==> config.mk <==
export PLATFORM = sky130hd
export DESIGN_NAME = four_axis_homing_jog_controller
export DESIGN_NICKNAME = d
export VERILOG_FILES = /design/src/fahjc_pkg.sv /design/src/four_axis_homing_jog_controller.sv /design/src/fahjc_axis.sv /design/src/fahjc_core.sv
export SDC_FILE = /design/constraint.sdc
export NUM_CORES = 1
export LEC_CHECK = 0
export ABC_AREA = 1
export BUFFER_PORTS_ARGS = -buffer_cell sky130_fd_sc_hd__buf_2
export CAP_MARGIN = 40
export CORE_ASPECT_RATIO = 1.4
export CORE_MARGIN = 3
export CORE_UTILIZATION = 37
export DETAILED_ROUTE_END_ITERATION = 8
export GPL_TIMING_DRIVEN = 0
export HOLD_SLACK_MARGIN = 0.1
export PLACE_DENSITY = 0.51
export REMOVE_ABC_BUFFERS = 1
export SYNTH_ARGS = -nofsm -noshare
export SYNTH_HDL_FRONTEND = slang
export SYNTH_SLANG_ARGS = --single-unit
==> constraint.sdc <==
create_clock -name clock -period 3.75 [get_ports clock]
set_input_delay 0.375 -clock clock [delete_from_list [all_inputs] [get_ports clock]]
set_output_delay 0.375 -clock clock [all_outputs]
set_load 0.02 [all_outputs]
==> src/fahjc_pkg.sv <==
package fahjc_pkg;

   localparam int NUM_AXES    = 4;
   localparam int LIMIT_WIDTH = 12;
   localparam int BYTE_WIDTH  = 8;

   // rotation, main arm, gripper, gripper arm
   localparam logic [LIMIT_WIDTH-1:0] LIMIT_RESET [NUM_AXES] = '{
      12'd1800, 12'd500, 12'd450, 12'd3000
   };

   // jog key codes
   localparam logic [BYTE_WIDTH-1:0] KEY_ROTATE_LEFT      = 8'h61;
   localparam logic [BYTE_WIDTH-1:0] KEY_ROTATE_RIGHT     = 8'h64;
   localparam logic [BYTE_WIDTH-1:0] KEY_ARM_UP           = 8'h77;
   localparam logic [BYTE_WIDTH-1:0] KEY_ARM_DOWN         = 8'h73;
   localparam logic [BYTE_WIDTH-1:0] KEY_GRIP_OPEN        = 8'h66;
   localparam logic [BYTE_WIDTH-1:0] KEY_GRIP_CLOSE       = 8'h67;
   localparam logic [BYTE_WIDTH-1:0] KEY_GRIPPER_ARM_UP   = 8'h6d;
   localparam logic [BYTE_WIDTH-1:0] KEY_GRIPPER_ARM_DOWN = 8'h6e;

   typedef struct packed {
      logic toward;
      logic away;
   } axis_cmd_type;

   typedef struct packed {
      logic [BYTE_WIDTH-1:0] ctrl_byte;
      logic [BYTE_WIDTH-1:0] enable_byte;
      logic                  write_valid;
      logic [NUM_AXES-1:0]   switches_hit;
      logic                  move_refused;
      logic                  homing_done;
   } result_type;

endpackage

==> src/four_axis_homing_jog_controller.sv <==
// Four-axis homing and jog controller. Each item is one poll of the limit-switch byte with an
// optional key code. After reset the block homes rotation, main arm, gripper and gripper arm in
// turn, stepping each until its active-low switch reads hit, then jogs axes on keys a/d, w/s,
// f/g and m/n, refusing moves away from a switch at the csr soft limits. One item is taken every
// clock while rsp_stall does not hold the pipe: an item waits in the input register while its
// result is computed, then the phase, port bytes and four step counters update as its result is
// loaded into the output register, and back-pressure from rsp_stall holds both stages.
module four_axis_homing_jog_controller #(
   parameter int COUNT_WIDTH = 13
) (
   input  logic                              clock,
   input  logic                              reset,
   input  logic                              req_valid,
   output logic                              req_stall,
   input  logic [fahjc_pkg::BYTE_WIDTH-1:0]  req_switch_byte,
   input  logic                              req_key_pressed,
   input  logic [fahjc_pkg::BYTE_WIDTH-1:0]  req_key_code,
   output logic                              rsp_valid,
   input  logic                              rsp_stall,
   output logic [fahjc_pkg::BYTE_WIDTH-1:0]  rsp_ctrl_byte,
   output logic [fahjc_pkg::BYTE_WIDTH-1:0]  rsp_enable_byte,
   output logic                              rsp_write_valid,
   output logic [fahjc_pkg::NUM_AXES-1:0]    rsp_switches_hit,
   output logic                              rsp_move_refused,
   output logic                              rsp_homing_done,
   input  logic                              csr_write_enable,
   input  logic [1:0]                        csr_index,
   input  logic [fahjc_pkg::LIMIT_WIDTH-1:0] csr_write_data
);
   import fahjc_pkg::*;

   logic                   in_valid_ff;
   logic                   in_valid_in;
   logic [BYTE_WIDTH-1:0]  switch_ff;
   logic                   key_pressed_ff;
   logic [BYTE_WIDTH-1:0]  key_code_ff;
   logic                   out_valid_ff;
   logic                   out_valid_in;
   result_type             result_ff;
   result_type             result;
   logic [LIMIT_WIDTH-1:0] limit_ff [NUM_AXES];
   logic                   advance;
   logic                   step;
   logic                   req_take;

   assign advance   = !out_valid_ff || !rsp_stall;
   assign step      = in_valid_ff && advance;
   assign req_stall = in_valid_ff && !advance;
   assign req_take  = req_valid && !req_stall;

   always_comb begin
      in_valid_in = in_valid_ff;
      if (req_take) begin
         in_valid_in = 1'b1;
      end else if (step) begin
         in_valid_in = 1'b0;
      end
      out_valid_in = out_valid_ff;
      if (step) begin
         out_valid_in = 1'b1;
      end else if (!rsp_stall) begin
         out_valid_in = 1'b0;
      end
   end

   always_ff @(posedge clock) begin
      if (reset) begin
         in_valid_ff  <= 1'b0;
         out_valid_ff <= 1'b0;
      end else begin
         in_valid_ff  <= in_valid_in;
         out_valid_ff <= out_valid_in;
      end
   end

   always_ff @(posedge clock) begin
      if (req_take) begin
         switch_ff      <= req_switch_byte;
         key_pressed_ff <= req_key_pressed;
         key_code_ff    <= req_key_code;
      end
      if (step) begin
         result_ff <= result;
      end
   end

   always_ff @(posedge clock) begin
      if (reset) begin
         for (int i = 0; i < NUM_AXES; i++) begin
            limit_ff[i] <= LIMIT_RESET[i];
         end
      end else if (csr_write_enable) begin
         limit_ff[csr_index] <= csr_write_data;
      end
   end

   fahjc_core #(
      .COUNT_WIDTH(COUNT_WIDTH)
   ) u_core (
      .clock      (clock),
      .reset      (reset),
      .step       (step),
      .switch_byte(switch_ff),
      .key_pressed(key_pressed_ff),
      .key_code   (key_code_ff),
      .limit      (limit_ff),
      .result     (result)
   );

   assign rsp_valid        = out_valid_ff;
   assign rsp_ctrl_byte    = result_ff.ctrl_byte;
   assign rsp_enable_byte  = result_ff.enable_byte;
   assign rsp_write_valid  = result_ff.write_valid;
   assign rsp_switches_hit = result_ff.switches_hit;
   assign rsp_move_refused = result_ff.move_refused;
   assign rsp_homing_done  = result_ff.homing_done;

`ifndef SYNTHESIS
   a_refuse_writes: assert property (@(posedge clock) disable iff (reset)
      rsp_valid && rsp_move_refused |-> rsp_write_valid && rsp_homing_done)
      else $error("refused move without write in jog phase");

   a_item_kept: assert property (@(posedge clock) disable iff (reset)
      in_valid_ff && !step |=> in_valid_ff)
      else $error("stalled item dropped from input register");

   a_rsp_held: assert property (@(posedge clock) disable iff (reset)
      rsp_valid && rsp_stall |=> rsp_valid && $stable(result_ff))
      else $error("stalled result changed");
`endif

endmodule

==> src/fahjc_axis.sv <==
module fahjc_axis #(
   parameter int COUNT_WIDTH = 13
) (
   input  logic                               clock,
   input  logic                               reset,
   input  logic                               step,
   input  logic                               run,
   input  logic                               hit,
   input  fahjc_pkg::axis_cmd_type            cmd,
   input  logic [fahjc_pkg::LIMIT_WIDTH-1:0]  limit,
   output logic                               away_ok
);
   import fahjc_pkg::*;

   localparam int CMP_WIDTH = COUNT_WIDTH + 1;
   localparam logic [COUNT_WIDTH-1:0] COUNT_MAX = {1'b0, {(COUNT_WIDTH-1){1'b1}}};
   localparam logic [COUNT_WIDTH-1:0] COUNT_MIN = {1'b1, {(COUNT_WIDTH-1){1'b0}}};
   localparam logic [COUNT_WIDTH-1:0] COUNT_ONE = {{(COUNT_WIDTH-1){1'b0}}, 1'b1};

   logic [COUNT_WIDTH-1:0] count_ff;
   logic [COUNT_WIDTH-1:0] count_in;
   logic [COUNT_WIDTH-1:0] base;
   logic signed [CMP_WIDTH-1:0] base_cmp;
   logic signed [CMP_WIDTH-1:0] limit_cmp;

   // an active switch zeroes the count before any jog
   assign base      = (run && hit) ? '0 : count_ff;
   assign base_cmp  = signed'({base[COUNT_WIDTH-1], base});
   assign limit_cmp = signed'({{(CMP_WIDTH-LIMIT_WIDTH){1'b0}}, limit});
   assign away_ok   = base_cmp < limit_cmp;

   always_comb begin
      count_in = base;
      if (cmd.toward && (base != COUNT_MIN)) begin
         count_in = base - COUNT_ONE;
      end else if (cmd.away && (base != COUNT_MAX)) begin
         count_in = base + COUNT_ONE;
      end
   end

   always_ff @(posedge clock) begin
      if (reset) begin
         count_ff <= '0;
      end else if (step && run) begin
         count_ff <= count_in;
      end
   end

endmodule

==> src/fahjc_core.sv <==
module fahjc_core #(
   parameter int COUNT_WIDTH = 13
) (
   input  logic                              clock,
   input  logic                              reset,
   input  logic                              step,
   input  logic [fahjc_pkg::BYTE_WIDTH-1:0]  switch_byte,
   input  logic                              key_pressed,
   input  logic [fahjc_pkg::BYTE_WIDTH-1:0]  key_code,
   input  logic [fahjc_pkg::LIMIT_WIDTH-1:0] limit [fahjc_pkg::NUM_AXES],
   output fahjc_pkg::result_type             result
);
   import fahjc_pkg::*;

   localparam logic [BYTE_WIDTH-1:0] ALL_OFF   = 8'hff;
   localparam logic [BYTE_WIDTH-1:0] DIR_SET   = 8'h02;
   localparam logic [BYTE_WIDTH-1:0] DIR_CLEAR = 8'hfd;
   localparam logic [BYTE_WIDTH-1:0] AXIS_MASK [NUM_AXES] = '{
      8'h7f, 8'hbf, 8'hdf, 8'hef
   };

   localparam logic [1:0] AXIS_ROTATION    = 2'd0;
   localparam logic [1:0] AXIS_MAIN_ARM    = 2'd1;
   localparam logic [1:0] AXIS_GRIPPER     = 2'd2;
   localparam logic [1:0] AXIS_GRIPPER_ARM = 2'd3;

   logic [2:0]            phase_ff;
   logic [2:0]            phase_in;
   logic [BYTE_WIDTH-1:0] ctrl_ff;
   logic [BYTE_WIDTH-1:0] ctrl_in;
   logic [BYTE_WIDTH-1:0] enable_ff;
   logic [BYTE_WIDTH-1:0] enable_in;
   logic [NUM_AXES-1:0]   hit;
   logic [NUM_AXES-1:0]   away_ok;
   axis_cmd_type          cmd [NUM_AXES];
   logic                  run;
   logic                  write_valid;
   logic                  refused;
   logic [1:0]            homing_axis;
   logic [1:0]            jog_axis;
   logic                  jog_high;
   logic                  jog_toward;
   logic                  jog_away;

   assign run         = phase_ff[2];
   assign homing_axis = phase_ff[1:0];

   always_comb begin
      for (int i = 0; i < NUM_AXES; i++) begin
         hit[i] = ((switch_byte | AXIS_MASK[i]) == AXIS_MASK[i]);
      end
   end

   always_comb begin
      jog_axis   = AXIS_ROTATION;
      jog_high   = 1'b0;
      jog_toward = 1'b0;
      jog_away   = 1'b0;
      case (key_code)
         KEY_ROTATE_LEFT: begin
            jog_toward = 1'b1;
         end
         KEY_ROTATE_RIGHT: begin
            jog_away = 1'b1;
            jog_high = 1'b1;
         end
         KEY_ARM_UP: begin
            jog_axis   = AXIS_MAIN_ARM;
            jog_toward = 1'b1;
         end
         KEY_ARM_DOWN: begin
            jog_axis = AXIS_MAIN_ARM;
            jog_away = 1'b1;
            jog_high = 1'b1;
         end
         KEY_GRIP_OPEN: begin
            jog_axis   = AXIS_GRIPPER;
            jog_toward = 1'b1;
         end
         KEY_GRIP_CLOSE: begin
            jog_axis = AXIS_GRIPPER;
            jog_away = 1'b1;
            jog_high = 1'b1;
         end
         KEY_GRIPPER_ARM_UP: begin
            jog_axis   = AXIS_GRIPPER_ARM;
            jog_toward = 1'b1;
            jog_high   = 1'b1;
         end
         KEY_GRIPPER_ARM_DOWN: begin
            jog_axis = AXIS_GRIPPER_ARM;
            jog_away = 1'b1;
         end
         default: begin
            jog_toward = 1'b0;
         end
      endcase
   end

   always_comb begin
      phase_in    = phase_ff;
      ctrl_in     = ctrl_ff;
      enable_in   = enable_ff;
      write_valid = 1'b0;
      refused     = 1'b0;
      for (int i = 0; i < NUM_AXES; i++) begin
         cmd[i] = '0;
      end
      if (!run) begin
         if (hit[homing_axis]) begin
            ctrl_in   = ALL_OFF;
            enable_in = ALL_OFF;
            phase_in  = phase_ff + 3'd1;
         end else begin
            enable_in   = enable_ff & AXIS_MASK[homing_axis];
            ctrl_in     = (homing_axis == AXIS_GRIPPER_ARM) ? (ctrl_ff | DIR_SET)
                                                            : (ctrl_ff & DIR_CLEAR);
            write_valid = 1'b1;
         end
      end else if (key_pressed) begin
         write_valid = 1'b1;
         if (jog_toward) begin
            if (!hit[jog_axis]) begin
               enable_in             = enable_ff & AXIS_MASK[jog_axis];
               ctrl_in               = jog_high ? (ctrl_ff | DIR_SET) : (ctrl_ff & DIR_CLEAR);
               cmd[jog_axis].toward  = 1'b1;
            end else if (key_code == KEY_ROTATE_LEFT) begin
               ctrl_in   = ALL_OFF;
               enable_in = ALL_OFF;
            end
         end else if (jog_away) begin
            if (away_ok[jog_axis]) begin
               enable_in          = enable_ff & AXIS_MASK[jog_axis];
               ctrl_in            = jog_high ? (ctrl_ff | DIR_SET) : (ctrl_ff & DIR_CLEAR);
               cmd[jog_axis].away = 1'b1;
            end else begin
               refused = 1'b1;
            end
         end
      end else begin
         ctrl_in   = ALL_OFF;
         enable_in = ALL_OFF;
      end
   end

   for (genvar g = 0; g < NUM_AXES; g++) begin : g_axis
      fahjc_axis #(
         .COUNT_WIDTH(COUNT_WIDTH)
      ) u_axis (
         .clock  (clock),
         .reset  (reset),
         .step   (step),
         .run    (run),
         .hit    (hit[g]),
         .cmd    (cmd[g]),
         .limit  (limit[g]),
         .away_ok(away_ok[g])
      );
   end

   always_ff @(posedge clock) begin
      if (reset) begin
         phase_ff  <= '0;
         ctrl_ff   <= ALL_OFF;
         enable_ff <= ALL_OFF;
      end else if (step) begin
         phase_ff  <= phase_in;
         ctrl_ff   <= ctrl_in;
         enable_ff <= enable_in;
      end
   end

   assign result.ctrl_byte    = ctrl_in;
   assign result.enable_byte  = enable_in;
   assign result.write_valid  = write_valid;
   assign result.switches_hit = hit;
   assign result.move_refused = refused;
   assign result.homing_done  = phase_in[2];

`ifndef SYNTHESIS
   a_done_holds: assert property (@(posedge clock) disable iff (reset)
      phase_ff[2] |=> phase_ff[2])
      else $error("homing phase left the jog phase");

   a_idle_holds: assert property (@(posedge clock) disable iff (reset)
      !step |=> $stable(phase_ff) && $stable(ctrl_ff) && $stable(enable_ff))
      else $error("state changed without an item");

   a_quiet_off: assert property (@(posedge clock) disable iff (reset)
      step && !result.write_valid |->
         (result.ctrl_byte == ALL_OFF) && (result.enable_byte == ALL_OFF))
      else $error("port bytes not released on a poll without write");
`endif

endmodule

==> metrics.md <==
| Metric | Value |
|---|---|
| FFs w/ async S/R, synth | `0%` |
| Max-Cap Viols | `0` |
| Endpoints failing setup | `0` |
| Die area | `27910 µm²` |
| Initial antenna violation count | `0` |
| Via count | `9120` |
| Synth area leaders | `dfxtp_1 (25%), nand2_1 (15%), edfxtp_1 (11%)` |
| Wire length on met2 | `13500 µm` |
| CTS buffer count | `17` |
| Placement Rows | `69` |
| Crit. End Element | `register` |
| Root buffer cell | `clkbuf_16` |
| IO Pins | `61` |
| Mapped Cells | `1439` |
| DRC Markers | `0` |
| Synthesis-to-layout area growth | `14.39%` |
| Ys flop type | `dfxtp_1` |
| Worst path required time | `4090 ps` |
| Post-DP HPWL | `20260 µm` |
| Hold_ws | `117.9 ps` |
| Final Slew Violations | `0` |
| Flop2flop setup slack | `350 ps` |
| Hold Vio Cnt, Final | `0` |
| Sequential share of the synthesized area | `36.53%` |
| CTS Buffer Depth | `2` |
| Power per cell area | `360.1 nW/µm²` |
| DRC marker count from the first detailed-route iteration | `476` |
| CTS HTree Levels | `4` |
| Input/output buffers | `56` |
| CTS tree | `yes` |
| Via count of the first global-routing pass | `8765` |
| Reg2reg start | `switch_ff[6]` |
| Complex-gate fraction of the synthesized area | `12.71%` |
| Hold Crit Depth | `1` |
| Die W | `142.1 µm` |
| Initial core utilization | `37.65%` |
| Most frequent cell after synthesis | `nand2_1` |
| Die height | `196.5 µm` |
| XOR/XNOR share of the synthesized area | `0.7307%` |
| Total gr overflow | `0` |
| Top cell type's share of synthesized area | `25.26%` |
| WL final | `27360 µm` |
| Leakage Power | `0.005238 µW` |
| Period utilization | `90.69%` |
| CORE AREA | `25470 µm²` |
| Number of flops mapped to enable cells by yosys | `36` |
| CP arrival | `3740 ps` |
| Post-synth top cells | `nand2_1 (388), inv_1 (217), nor2_1 (155), dfxtp_1 (121), nand3_1 (89)` |
| Fin nets | `1564` |
| Worst-Margin Slew | `664.0 ps` |
| Skew-Pair Late Insertion Delay | `440 ps` |
| First-pass detailed-route iteration total | `5` |
| Synthesized flop and latch total | `157` |
| Outcome | `finished, final reports clean` |
| Simple-gate share of the synthesized area | `34.55%` |
| Share of cells above drive strength 1 | `10.94%` |
| CTS clk-pin slew, worst paths | `70 ps` |
| Wire per inst | `14.97 µm` |
| First-pass GRT wire length | `44260 µm` |
| RSZ-0062 raised after global routing | `no` |
| Reg2reg path depth | `18` |
| Met3 wire length | `960 µm` |
| Reg-to-reg endpoint | `u_core.g_axis[1].u_axis.count_ff[8]` |
| Critical Path Source Type | `register` |
| Slew Limit Headroom | `55.40%` |
| Hold Crit Class | `in2reg` |
| Largest family of logic cells by synthesized area | `simple AND/OR/NAND/NOR gates` |
| Synth cell types | `50` |
| Worst clock skew | `9.861 ps` |
| Wl on met1 | `12310 µm` |
| CP startpoint | `switch_ff[6]` |
| Mux share of post-synthesis cell area | `0%` |
| Hold path start | `req_switch_byte[4]` |
| Adder-Cell Fraction of Synth Area | `4.306%` |
| Critical path class | `reg2reg` |
| Synthesized area | `9589 µm²` |
| Overall Global Routing Usage | `20.01%` |
| Worst vdd ir | `0.3111 mV` |
| Fmax | `294.0 MHz` |
| Worst Hold End | `switch_ff[4]` |
| Critical path fanouts, max | `17` |
| Clock Sinks | `157` |
| Final Cell Area | `10970 µm²` |
| Largest area contributor in the netlist | `dfxtp_1` |
| Post-Syn Area per Cell | `6.664 µm²` |
| Gpl congestion | `0.8674` |
| Yosys synthesis warning count | `0` |
| Ant diodes | `0` |
| Minimum clock period | `3401 ps` |
| Max Used Layer | `met4` |
| Largest net degree at the start of global routing | `51` |
| Vias per cell | `4.992` |
| Post-DP Area | `10220 µm²` |
| Antenna Nets Post-Route | `0` |
[critical path, cell delays in order, from the launching register on]
cell and delay [ps]:
edfxtp_1 480, inv_2 120, nand2_4 210, inv_2 90, nor2_2 190, ha_1 290, a21o_1 180, a21oi_1 130
nand3_1 130, nand2_1 100, nand3_2 120, a21oi_1 230, nand4_1 230, nand2_1 150, nand2_1 190, inv_1 160
nand2_1 110, o21ai_1 130, nor2_1 50
[metal layers]
layer | track usage (%) | vias up
li1 | - | 4736
met3 | 3.252 | 44
met1 | 24.54 | 4159
met2 | 35.32 | 181
met5 | 0 | -
met4 | 6.899 | 0
[placed cells by master, fill, tap and decap left out, types with 8 or more instances in the layout]
master and count:
o211ai_1 15, nand2_2 9, ha_1 33, o21ai_1 10
edfxtp_1 36, dfxtp_1 120, nand3b_1 9, inv_1 217
nand3_2 8, a21oi_1 80, clkbuf_16 17, nor2_1 151
nand3_1 89, nor2_2 8, nand2_1 388, dlygate4sd3_1 9
o21ai_0 78, nor3_1 35, inv_2 16, nand4_1 26
buf_2 56
[final cells by class]
type	instances	area (µm²)
Fill cell	2683	14500
Multi-Input combinational cell	1007	5045
Sequential cell	157	3507
Inverter	236	887.1
Timing Repair Buffer	76	510.5
Clock buffer	18	439.2
Tap cell	319	399.1
Clock inverter	14	181.4
[worst max path at each step]
stage                                                      to  depth (start not counted)  slack [ps]
after global placement    u_core.g_axis[0].u_axis.count_ff[3]                         12       -5140
after detailed placement  u_core.g_axis[1].u_axis.count_ff[6]                         20        -110
after global routing      u_core.g_axis[1].u_axis.count_ff[3]                         23          20
after floorplan           u_core.g_axis[0].u_axis.count_ff[3]                         11       -1510
final                     u_core.g_axis[1].u_axis.count_ff[8]                         18         350
after CTS                 u_core.g_axis[1].u_axis.count_ff[6]                         20         170
[registers in the layout, indices dropped and copies added (netlist names), 8 cells and up]
signal	cells
limit_ff	48
rsp_enable_byte	8
u_core.ctrl_ff	8
u_core.enable_ff	8
rsp_ctrl_byte	8
key_code_ff	8
u_core.g_axis.u_axis.count_ff	52
[logic make-up (layout without fill, tap and decap cells)]
family	after synthesis	after routing
xor gates and xnor gates	8	8
buffers and inverters	275	344
DFF	157	157
adders and majority gates	33	33
and+or+nand+nor	750	750
AOI/OAI and AO/OA	216	216
[per-stage QoR]
stage                     power (µW)  std cells  worst slack (ps)  TNS, ps  utilization [%]
after floorplan                 2003       1400             -1515   -63830                -
after global placement          2104       1775             -5144  -270380            39.59
after detailed placement        2113       1784            -105.1   -205.9            40.15
after CTS                       3997       1823             167.0        0            42.86
after global routing            4106       1827             15.13        0            43.07
final                           3950       1827             349.1        0            43.07
[repair_timing]
action | in CTS | in global routing
endpoints found under the setup margin | 3 | 4
buffers inserted | 0 | 2
hold buffers | 7 | 2
hold endpoints to repair | 7 | 2
resized for setup | 1 | 5
cloned | 0 | 0
[report_power, final]
part           switching, µW  internal [µW]  leakage, µW
combinational            181           92.3      0.00362
clock                    786           1080     0.000303
sequential              26.6           1780      0.00131
total                    994           2960      0.00524
(Power assumes the default switching activity.)
